### config.mk
export PLATFORM = sky130hd
export DESIGN_NAME = bad_divider
export DESIGN_NICKNAME = d
export VERILOG_FILES = /design/src/design/bad_divider.sv
export SDC_FILE = /design/constraint.sdc
export NUM_CORES = 1
export LEC_CHECK = 0
export ABC_AREA = 0
export BUFFER_PORTS_ARGS = -buffer_cell sky130_fd_sc_hd__buf_4
export CORE_AREA = 3 3 96 98
export CTS_CLUSTER_SIZE = 14
export DETAILED_ROUTE_END_ITERATION = 16
export DIE_AREA = 0 0 99 101
export GPL_ROUTABILITY_DRIVEN = 0
export HOLD_SLACK_MARGIN = 0.06
export PLACE_DENSITY = 0.94
export SETUP_SLACK_MARGIN = 0.3
export SLEW_MARGIN = 10
export SYNTH_ARGS = -nofsm -noshare
export SYNTH_HDL_FRONTEND = slang
export SYNTH_SLANG_ARGS = --single-unit
### constraint.sdc
create_clock -name clk -period 5.8 [get_ports clk]
set_clock_uncertainty 0.05 [all_clocks]
set_input_delay 0.58 -clock clk [delete_from_list [all_inputs] [get_ports clk]]
set_output_delay 0.58 -clock clk [all_outputs]
set_load 0.02 [all_outputs]
### src/design/bad_divider.sv
// ----------------------------------------------------------------------------
// Restoring divider
// One quotient bit per cycle.
// ----------------------------------------------------------------------------
module bad_divider #(
    parameter int NW = 32,
    parameter int DW = 25
) (
    input  logic          clk,
    input  logic          rst_n,
    input  logic          start,
    input  logic [NW-1:0] dividend,
    input  logic [DW-1:0] divisor,
    output logic          done,
    output logic [NW-1:0] quotient,
    output logic [DW-1:0] remainder
);

    localparam int SW = $clog2(NW + 1);

    logic [SW-1:0] step_reg, step_next;
    logic          done_reg, done_next;
    logic [NW-1:0] quo_reg, quo_next;
    logic [DW-1:0] rem_reg, rem_next;
    logic [DW-1:0] dvs_reg, dvs_next;
    logic [DW:0]   rem_shift;

    always_comb
    begin
        step_next = step_reg;
        done_next = 1'b0;
        quo_next  = quo_reg;
        rem_next  = rem_reg;
        dvs_next  = dvs_reg;
        rem_shift = {rem_reg, quo_reg[NW-1]};
        if (start)
        begin
            step_next = SW'(NW);
            quo_next  = dividend;
            rem_next  = '0;
            dvs_next  = divisor;
        end
        else if (step_reg != '0)
        begin
            if (rem_shift >= {1'b0, dvs_reg})
            begin
                rem_next = DW'(rem_shift - {1'b0, dvs_reg});
                quo_next = {quo_reg[NW-2:0], 1'b1};
            end
            else
            begin
                rem_next = DW'(rem_shift);
                quo_next = {quo_reg[NW-2:0], 1'b0};
            end
            step_next = step_reg - 1'b1;
            done_next = (step_reg == SW'(1));
        end
    end

    always_ff @(posedge clk or negedge rst_n)
    begin
        if (!rst_n)
        begin
            step_reg <= '0;
            done_reg <= 1'b0;
        end
        else
        begin
            step_reg <= step_next;
            done_reg <= done_next;
        end
    end

    always_ff @(posedge clk)
    begin
        quo_reg <= quo_next;
        rem_reg <= rem_next;
        dvs_reg <= dvs_next;
    end

    assign done      = done_reg;
    assign quotient  = quo_reg;
    assign remainder = rem_reg;

endmodule

Word level (Yosys, flattened, before mapping)
Cells that the tools add are included.
- register bits: 89
- latch bits: 0
- bits in writable memories: 0
- ROM bits: 0
- input bits: 60
- memories kept: 0
- $add $sub $neg: 2
- $mul: 0
- divide/modulo/power cells: 0
- magnitude comparators: 1
- eq/ne operators: 1
- shifts and indexed selects: 0
- multiplexer cells: 8
- bitwise logic cells: 0
- reductions and logical operators: 2
- operator list (cell ; count):
    2-to-1 mux 32 bit ; 2
    greater-or-equal comparator 26 x 25 -> 1 bit ; 1
    2-to-1 mux 25 bit ; 1
    subtractor 25 bit ; 1
    2-to-1 mux 6 bit ; 2
    == test 6 x 1 -> 1 bit, second input constant ; 1
    nonzero test 6 bit ; 1
    subtractor 6 x 1 -> 6 bit, second input constant ; 1
    2-to-1 mux 1 bit ; 3
    nonzero test 2 bit ; 1

Depth between registers and ports, before layout
Gate-level depths: netlist (run 1).
- depth in word-level cells: 4
- gate-level depth with buffers: 14
- gate-level depth less buffers: 12

Least setup slack after synthesis (run 1)
Ideal clock, no wire load.
- kind: flip-flop to flip-flop
- start point: reg quo_reg[31] (netlist: quotient[31])
- end point: reg quo_reg[0] (netlist: quotient[0]), data pin
- setup time: 0.260 ns
- arrival time: 2.924 ns
- data required time: 5.490 ns
- path slack: 2.566 ns
- cell stages (with the launch flop): 13
- path buffers: 1
- period minus slack after synthesis: 3.234 ns
- cell sequence: edfxtp_1 inv_1 ha_1 inv_1 fa_1 a211oi_2 o21ai_2 a211oi_2 o31ai_4 a211oi_4 nor2_2 buf_4 mux2_2
- cells in the longest elaborated chain, start to end: 4
- RTL lines (what ; RTL line ; RTL):
    from (decl) ; 23 ; logic [NW-1:0] quo_reg, quo_next;
    from (signal assigned) ; 76 ; quo_reg <= quo_next;
    greater-or-equal comparator 26 x 25 -> 1 bit ; 45 ; if (rem_shift >= {1'b0, dvs_reg})
    2-to-1 mux 1 bit ; 45 ;
    2-to-1 mux 32 bit ; 43 ; else if (step_reg != '0)
    2-to-1 mux 32 bit ; 36 ; if (start)
    named net quo_next[0] ; 23 ;
The timed path passes the listed nets, and every way through them passes these cells. The select of a mux whose other input is x is not followed.
A chain may end at the register's enable or synchronous reset.

Worst setup path in the final report (run 1)
- start point: reg quo_reg[31] (netlist: quotient[31])
- end point: reg rem_reg[0] (netlist: remainder[0])
- cells in the longest elaborated chain, start to end: 2
- RTL lines (what ; RTL line ; RTL):
    subtractor 25 bit or greater-or-equal comparator 26 x 25 -> 1 bit (tied branches) ; 47, 45 ;
    2-to-1 mux 25 bit (*) ; 45 ;
    to (signal assigned) ; 77 ; rem_reg <= rem_next;
    to (decl) ; 24 ; logic [DW-1:0] rem_reg, rem_next;
Every way passes the cells marked *; elsewhere a longest branch is shown, timed or not.

==> flow_metrics.tcl, run 1 <==
set metrics [dict create \
    synth_area_sq_mm 0.00490 \
    tns_ps 0 \
    synth_edf_count 57 \
    async_flop_share 0.0787 \
    viasPerCell 5.96 \
    layout_setup_ws_ps 2180 \
    min_path_type "primary input to flop" \
    timing.hold.ws_ps 332 \
    fmax_mhz 276 \
    synthCells 448 \
    die_area_sq_mm 0.0100 \
    grt_pass1_vias 3909 \
    multi_input_area_sq_mm 0.00231 \
    drv_cap 0 \
    syn_nets 536 \
    end_kind "flop" \
    antenna_found_initial 0 \
    worstSkewPairLatency_ps 370 \
    synth_seq_area_share 0.487 \
    slew-limit-headroom 0.216 \
    overflow 0 \
    layout-drive-gt1-share 0.313 \
    yosysWarnings 0 \
    num_rows 34 \
    initial_core_util 0.573 \
    dpl.hpwl_microns 8570 \
    track_usage 0.239 \
    rsz0062_at_grt "false" \
    ys.flop_type "edfxtp_1" \
    cts_buffers 9 \
    clkSlewWorstSetupHoldPaths_ps 100 \
    synth_cell_types 62 \
    p_total_mw 1.80 \
    numPortBuffers 117 \
    synth-seq-cells 89 \
    powerDensity_mw_per_mm2 296 \
    htree_levels 3 \
    yosysMostFrequentCell "edfxtp_1" \
    avgRoutedWirePerCell_microns 17.7 \
    start_kind "flop" \
    clock-sinks 89 \
    path_class "flop to flop" \
    drv_slew 0 \
    cp.required_ps 6020 \
    core_area_sq_mm 0.00855 \
    period_share 0.624 \
    route.detailed.drc 0 \
    vdd.ir_drop.worst_mv 0.189 \
    drt-total-wl_microns 12000 \
    yosys.area.top_type "edfxtp_1" \
    fin_util 0.712 \
    antenna_cells 0 \
    synth_area_leaders "edfxtp_1 (35%), dfxtp_1 (10%), mux2_2 (7.4%)" \
    drt_iter0_markers 311 \
    arrival_ps 3830 \
    hold_violations 0 \
    synth.top_cell.area_share 0.349 \
    first_pass_iters 5 \
    num-fill-cells 574 \
    ys_top_cells_by_count "edfxtp_1 (57), nand2_1 (38), inv_1 (35)" \
    cp_max_fo 15 \
    p_leak_nw 2.68 \
    largest_register_ffs 32 \
    crit_chain "inv_1 > ha_1 > inv_1 > fa_1 > a211oi_2 > o21ai_2 > a211oi_2 > o31ai_4 > a211oi_4 > or2_1 > mux2i_1 > a22o_1" \
    period_minus_slack_ps 3620 \
    seq_area_sq_mm 0.00239 \
    tritoncts "done" \
    grt_max_degree 63 \
    area_delta_synth_final_pct 24.3 \
    die_w_microns 99 \
    cpPeakStageDelay_ps 570 \
    io_pins 118 \
    preCtsSetupSlack_ps 2270 \
    setup_viol 0 \
    die_h_microns 101 \
    antenna_left 0 \
    syn_area_per_cell_sq_um 10.9 \
    fin_nets 651 \
    clockRootBuffer "clkbuf_8" \
    clockBufferDepth 2 \
    grt_pass1_wl_microns 19100 \
    tightest_slew_ps 1180 \
    cpMaxStageDelayCell "or2_1" \
    status "finished, final reports clean" \
    via_count 4029 \
]
placed cells by master, fill, tap and decap left out, types with 5 or more instances in the layout:
cell type	Yosys	routed
edfxtp_1	57	57
a21o_1	12	12
a32oi_1	10	10
mux2i_1	14	14
xor2_1	5	5
nor3_1	15	15
dfxtp_1	25	25
a21oi_1	17	17
o21ai_0	28	28
nand2_1	38	38
dfrtp_1	7	7
inv_1	35	34
ha_1	27	27
buf_4	2	118
nor2_1	25	25
xnor2_1	16	16
clkbuf_8	0	9
mux2_2	32	32
per-stage QoR:
| step | std cells | cell area [sq um] |
|---|---|---|
| global route | 676 | 6090 |
| global placement | 659 | 5850 |
| CTS | 676 | 6090 |
| finish | 676 | 6090 |
| floorplan | 448 | 4900 |
| detailed placement | 659 | 5850 |
per-layer routing:
metal,wire (microns),GRT usage
met1,4880,0.295
met2,5840,0.399
met3,925,0.0609
met4,355,0.101
met5,0,0
worst paths after layout:
path | slack [ps] | depth (start not counted) | to | start
max | 2180 | 12 | remainder[0]$_SDFFE_PP0P_ | quotient[31]$_DFFE_PP_
min | 330 | 1 | dvs_reg[22]$_DFFE_PP_ | divisor[22]
max reg2reg | 2180 | 12 | remainder[0]$_SDFFE_PP0P_ | quotient[31]$_DFFE_PP_
min reg2reg | 450 | 2 | remainder[5]$_SDFFE_PP0P_ | remainder[5]$_SDFFE_PP0P_
max in group asynchronous | 5070 | 2 | done$_DFF_PN0_ | rst_n
min in group asynchronous | 510 | 2 | step_reg[4]$_DFFE_PN0P_ | rst_n
worst max-delay path, delay by kind of cell, from the launching register on:
family	cells	cell delay (ps)
flops	1	390
mux	1	170
simple gates	1	570
fa+ha+maj	2	600
compound gates	6	1580
buf+inv	2	150
report_power, final:
group | switching, mW | internal, mW | total [mW]
combinational | 0.263 | 0.207 | 0.470
sequential | 0.0557 | 0.777 | 0.833
clock | 0.245 | 0.253 | 0.497
total | 0.564 | 1.24 | 1.80
cells by family after synthesis:
family | share of synthesized area
AND/OR/NAND/NOR | 0.107
buffers and inverters | 0.0416
multiplexers | 0.102
AO/OA/AOI/OAI | 0.151
XOR/XNOR | 0.0375
adder cells (fa/ha/maj) | 0.0731
flip-flops | 0.487
cell type report:
cell class | count | area share
flip-flops and latches | 89 | 0.392
multi-input cells | 309 | 0.379
repair buffers | 119 | 0.147
well taps | 108 | 0.0222
inverters | 35 | 0.0216
clock buffers | 9 | 0.0203
clock inverters | 7 | 0.0179
repair_timing:
item | CTS | global route
gates resized for setup | 0 | 0
hold buffers | 1 | 0
hold endpoints to repair | 7 | 0
setup buffers | 0 | 0
(Power assumes the default switching activity.)
==> run 2: changes to the inputs <==
ABC_AREA = 1   (was 0)
CORE_AREA = 3 3 111 113   (was 3 3 96 98)
DIE_AREA = 0 0 114 116   (was 0 0 99 101)
PLACE_DENSITY = 0.85   (was 0.94)
clock period = 3.05 ns   (was 5.8 ns; I/O delays follow)
==> run 2 against run 1 <==
Synthesized area up 17%. Flip-flop and latch count stayed put. Global-route usage decreased by 1.0 points.
==> flow_metrics.tcl, run 2 <==
set metrics [dict create \
    yosys.area.top_type "edfxtp_1" \
    track_usage 0.228 \
    p_leak_nw 3.91 \
    hold_violations 0 \
    syn_nets 903 \
    cts_buffers 9 \
    clockBufferDepth 2 \
    clock-sinks 89 \
    setup_viol 0 \
    die_w_microns 114 \
    die_h_microns 116 \
    status "finished, final reports clean" \
    clkSlewWorstSetupHoldPaths_ps 70 \
    route.detailed.drc 0 \
    placed_area_sq_mm 0.00674 \
    synth.top_cell.area_share 0.299 \
    vdd.ir_drop.worst_mv 0.548 \
    synth_area_leaders "edfxtp_1 (30%), nand2_1 (23%), inv_1 (9.4%)" \
    period_minus_slack_ps 2480 \
    yosysMostFrequentCell "nand2_1" \
    cp.required_ps 3130 \
    p_total_mw 5.52 \
    synth_area_sq_mm 0.00572 \
    cpMaxStageDelayCell "fa_1" \
    powerDensity_mw_per_mm2 772 \
    worstSkewPairLatency_ps 370 \
    cts_resized 0 \
    antenna_left 0 \
    area_delta_synth_final_pct 25.0 \
    drv_slew 0 \
    syn_area_per_cell_sq_um 7.02 \
    initial_core_util 0.501 \
    fmax_mhz 403 \
    final_cell_area_sq_mm 0.00715 \
    path_class "flop to flop" \
    fin_nets 1032 \
    synth-seq-cells 89 \
    first_pass_iters 5 \
    cp_max_fo 26 \
    async_flop_share 0.0787 \
    via_count 5437 \
    slew-limit-headroom 0.686 \
    tritoncts "done" \
    avgRoutedWirePerCell_microns 13.5 \
    clockRootBuffer "clkbuf_16" \
    die_area_sq_mm 0.0132 \
    dp.cells 1063 \
    min_path_type "primary input to flop" \
    synthCells 815 \
    synth_seq_area_share 0.417 \
    final_common_cell "nand2_1" \
    htree_levels 3 \
    grt_max_degree 39 \
    layout-drive-gt1-share 0.171 \
    period_share 0.813 \
    dpl.hpwl_microns 10700 \
    viasPerCell 4.98 \
    largest_register_ffs 32 \
    ys.flop_type "edfxtp_1" \
    finalNonFillerCells 1092 \
    drv_cap 0 \
    synth_edf_count 57 \
    tightest_slew_ps 470 \
    r2r_cells 10 \
    arrival_ps 2560 \
    antenna_found_initial 0 \
    fin_util 0.626 \
    end_kind "flop" \
    io_pins 118 \
    num_rows 39 \
    overflow 0 \
    ys_top_cells_by_count "nand2_1 (357), inv_1 (144), edfxtp_1 (57)" \
    numPortBuffers 117 \
    drt-total-wl_microns 14700 \
    grt_pass1_wl_microns 23900 \
    rsz0062_at_grt "false" \
    drt_iter0_markers 313 \
    antenna_cells 0 \
    start_kind "flop" \
    core_area_sq_mm 0.0114 \
    crit_chain "inv_1 > ha_1 > inv_1 > fa_1 > nand3_1 > nand3_2 > nand2_2 > nand3_4 > nand2_1 > nand2_1" \
    synth_cell_types 35 \
    yosysWarnings 0 \
    holdPathStages 1 \
    tns_ps 0 \
    cpPeakStageDelay_ps 440 \
    grt_pass1_vias 5138 \
    final_cell_mix "nand2_1 (357), inv_1 (144), buf_4 (124)" \
]
-- run 2: cell count changes after synthesis, sizes merged, moves of 6 or more --
cell	previous run	this run
nor2	26	40
nand4	3	33
nand3	4	53
nand2	38	359
a21o	12	0
mux2i	14	0
mux2	32	0
nor3	16	3
o21ai	33	1
a32oi	10	0
inv	35	151
xnor2	16	10
-- run 2: cell type report --
cell class | count | area (sq um)
clock buffers | 10 | 239
clock inverters | 6 | 48.8
fillers | 1011 | 4270
inverters | 153 | 574
multi-input cells | 554 | 2660
flip-flops and latches | 89 | 2390
well taps | 143 | 179
repair buffers | 137 | 1060
-- run 2: report_power, final --
part / switching [mW] / internal (mW) / total [mW] / leakage, nW
sequential: 0.215 / 1.57 / 1.79 / 0.891
clock: 0.522 / 0.585 / 1.11 / 0.139
combinational: 1.63 / 0.998 / 2.62 / 2.88
total: 2.36 / 3.16 / 5.52 / 3.91
-- run 2: metal layers --
metal | part of all wire | global-route usage | vias up
li1 | - | - | 2781
met1 | 0.42 | 0.283 | 2453
met2 | 0.48 | 0.380 | 182
met3 | 0.080 | 0.0700 | 21
met4 | 0.018 | 0.0808 | 0
met5 | 0 | 0 | -
-- run 2: kinds of logic after synthesis --
family,share of synthesized area
buffers and inverters,0.117
AO/OA/AOI/OAI,0.0182
flip-flops,0.417
AND/OR/NAND/NOR,0.365
adder cells (fa/ha/maj),0.0625
XOR/XNOR,0.0199
-- run 2: path summary, 6_finish.rpt --
kind	startpoint	end	slack, ps
max in group asynchronous	rst_n	step_reg[4]$_DFFE_PN0P_	2570
worst max register to register	quotient[31]$_DFFE_PP_	quotient[0]$_DFFE_PP_	570
min in group asynchronous	rst_n	step_reg[5]$_DFFE_PN0P_	260
worst max-delay path	quotient[31]$_DFFE_PP_	quotient[0]$_DFFE_PP_	570
worst min register to register	remainder[13]$_SDFFE_PP0P_	remainder[13]$_SDFFE_PP0P_	440
worst min-delay path	divisor[23]	dvs_reg[23]$_DFFE_PP_	70
-- run 2: metrics by stage --
| stage | setup slack (ps) | hold slack [ps] |
|---|---|---|
| after floorplan | 805 | -40.6 |
| after global placement | 667 | 71.4 |
| after detailed placement | 565 | 75.0 |
| after CTS | 563 | 60.0 |
| after global routing | 368 | 60.2 |
| final | 569 | 67.3 |
-- run 2: worst max-delay path: cells and delay by family (launching register included) --
kind                       cells  cell delay [ps]
DFF                            1              390
buffers and inverters          2              160
and+or+nand+nor                6             1050
adders and majority gates      2              600
-- run 2: repair_timing --
action                                  4_1_cts  5_1_grt
endpoints found under the hold margin        19        0
hold buffers                                 13        0
buffers inserted                              0        0
endpoints found under the setup margin        0        0
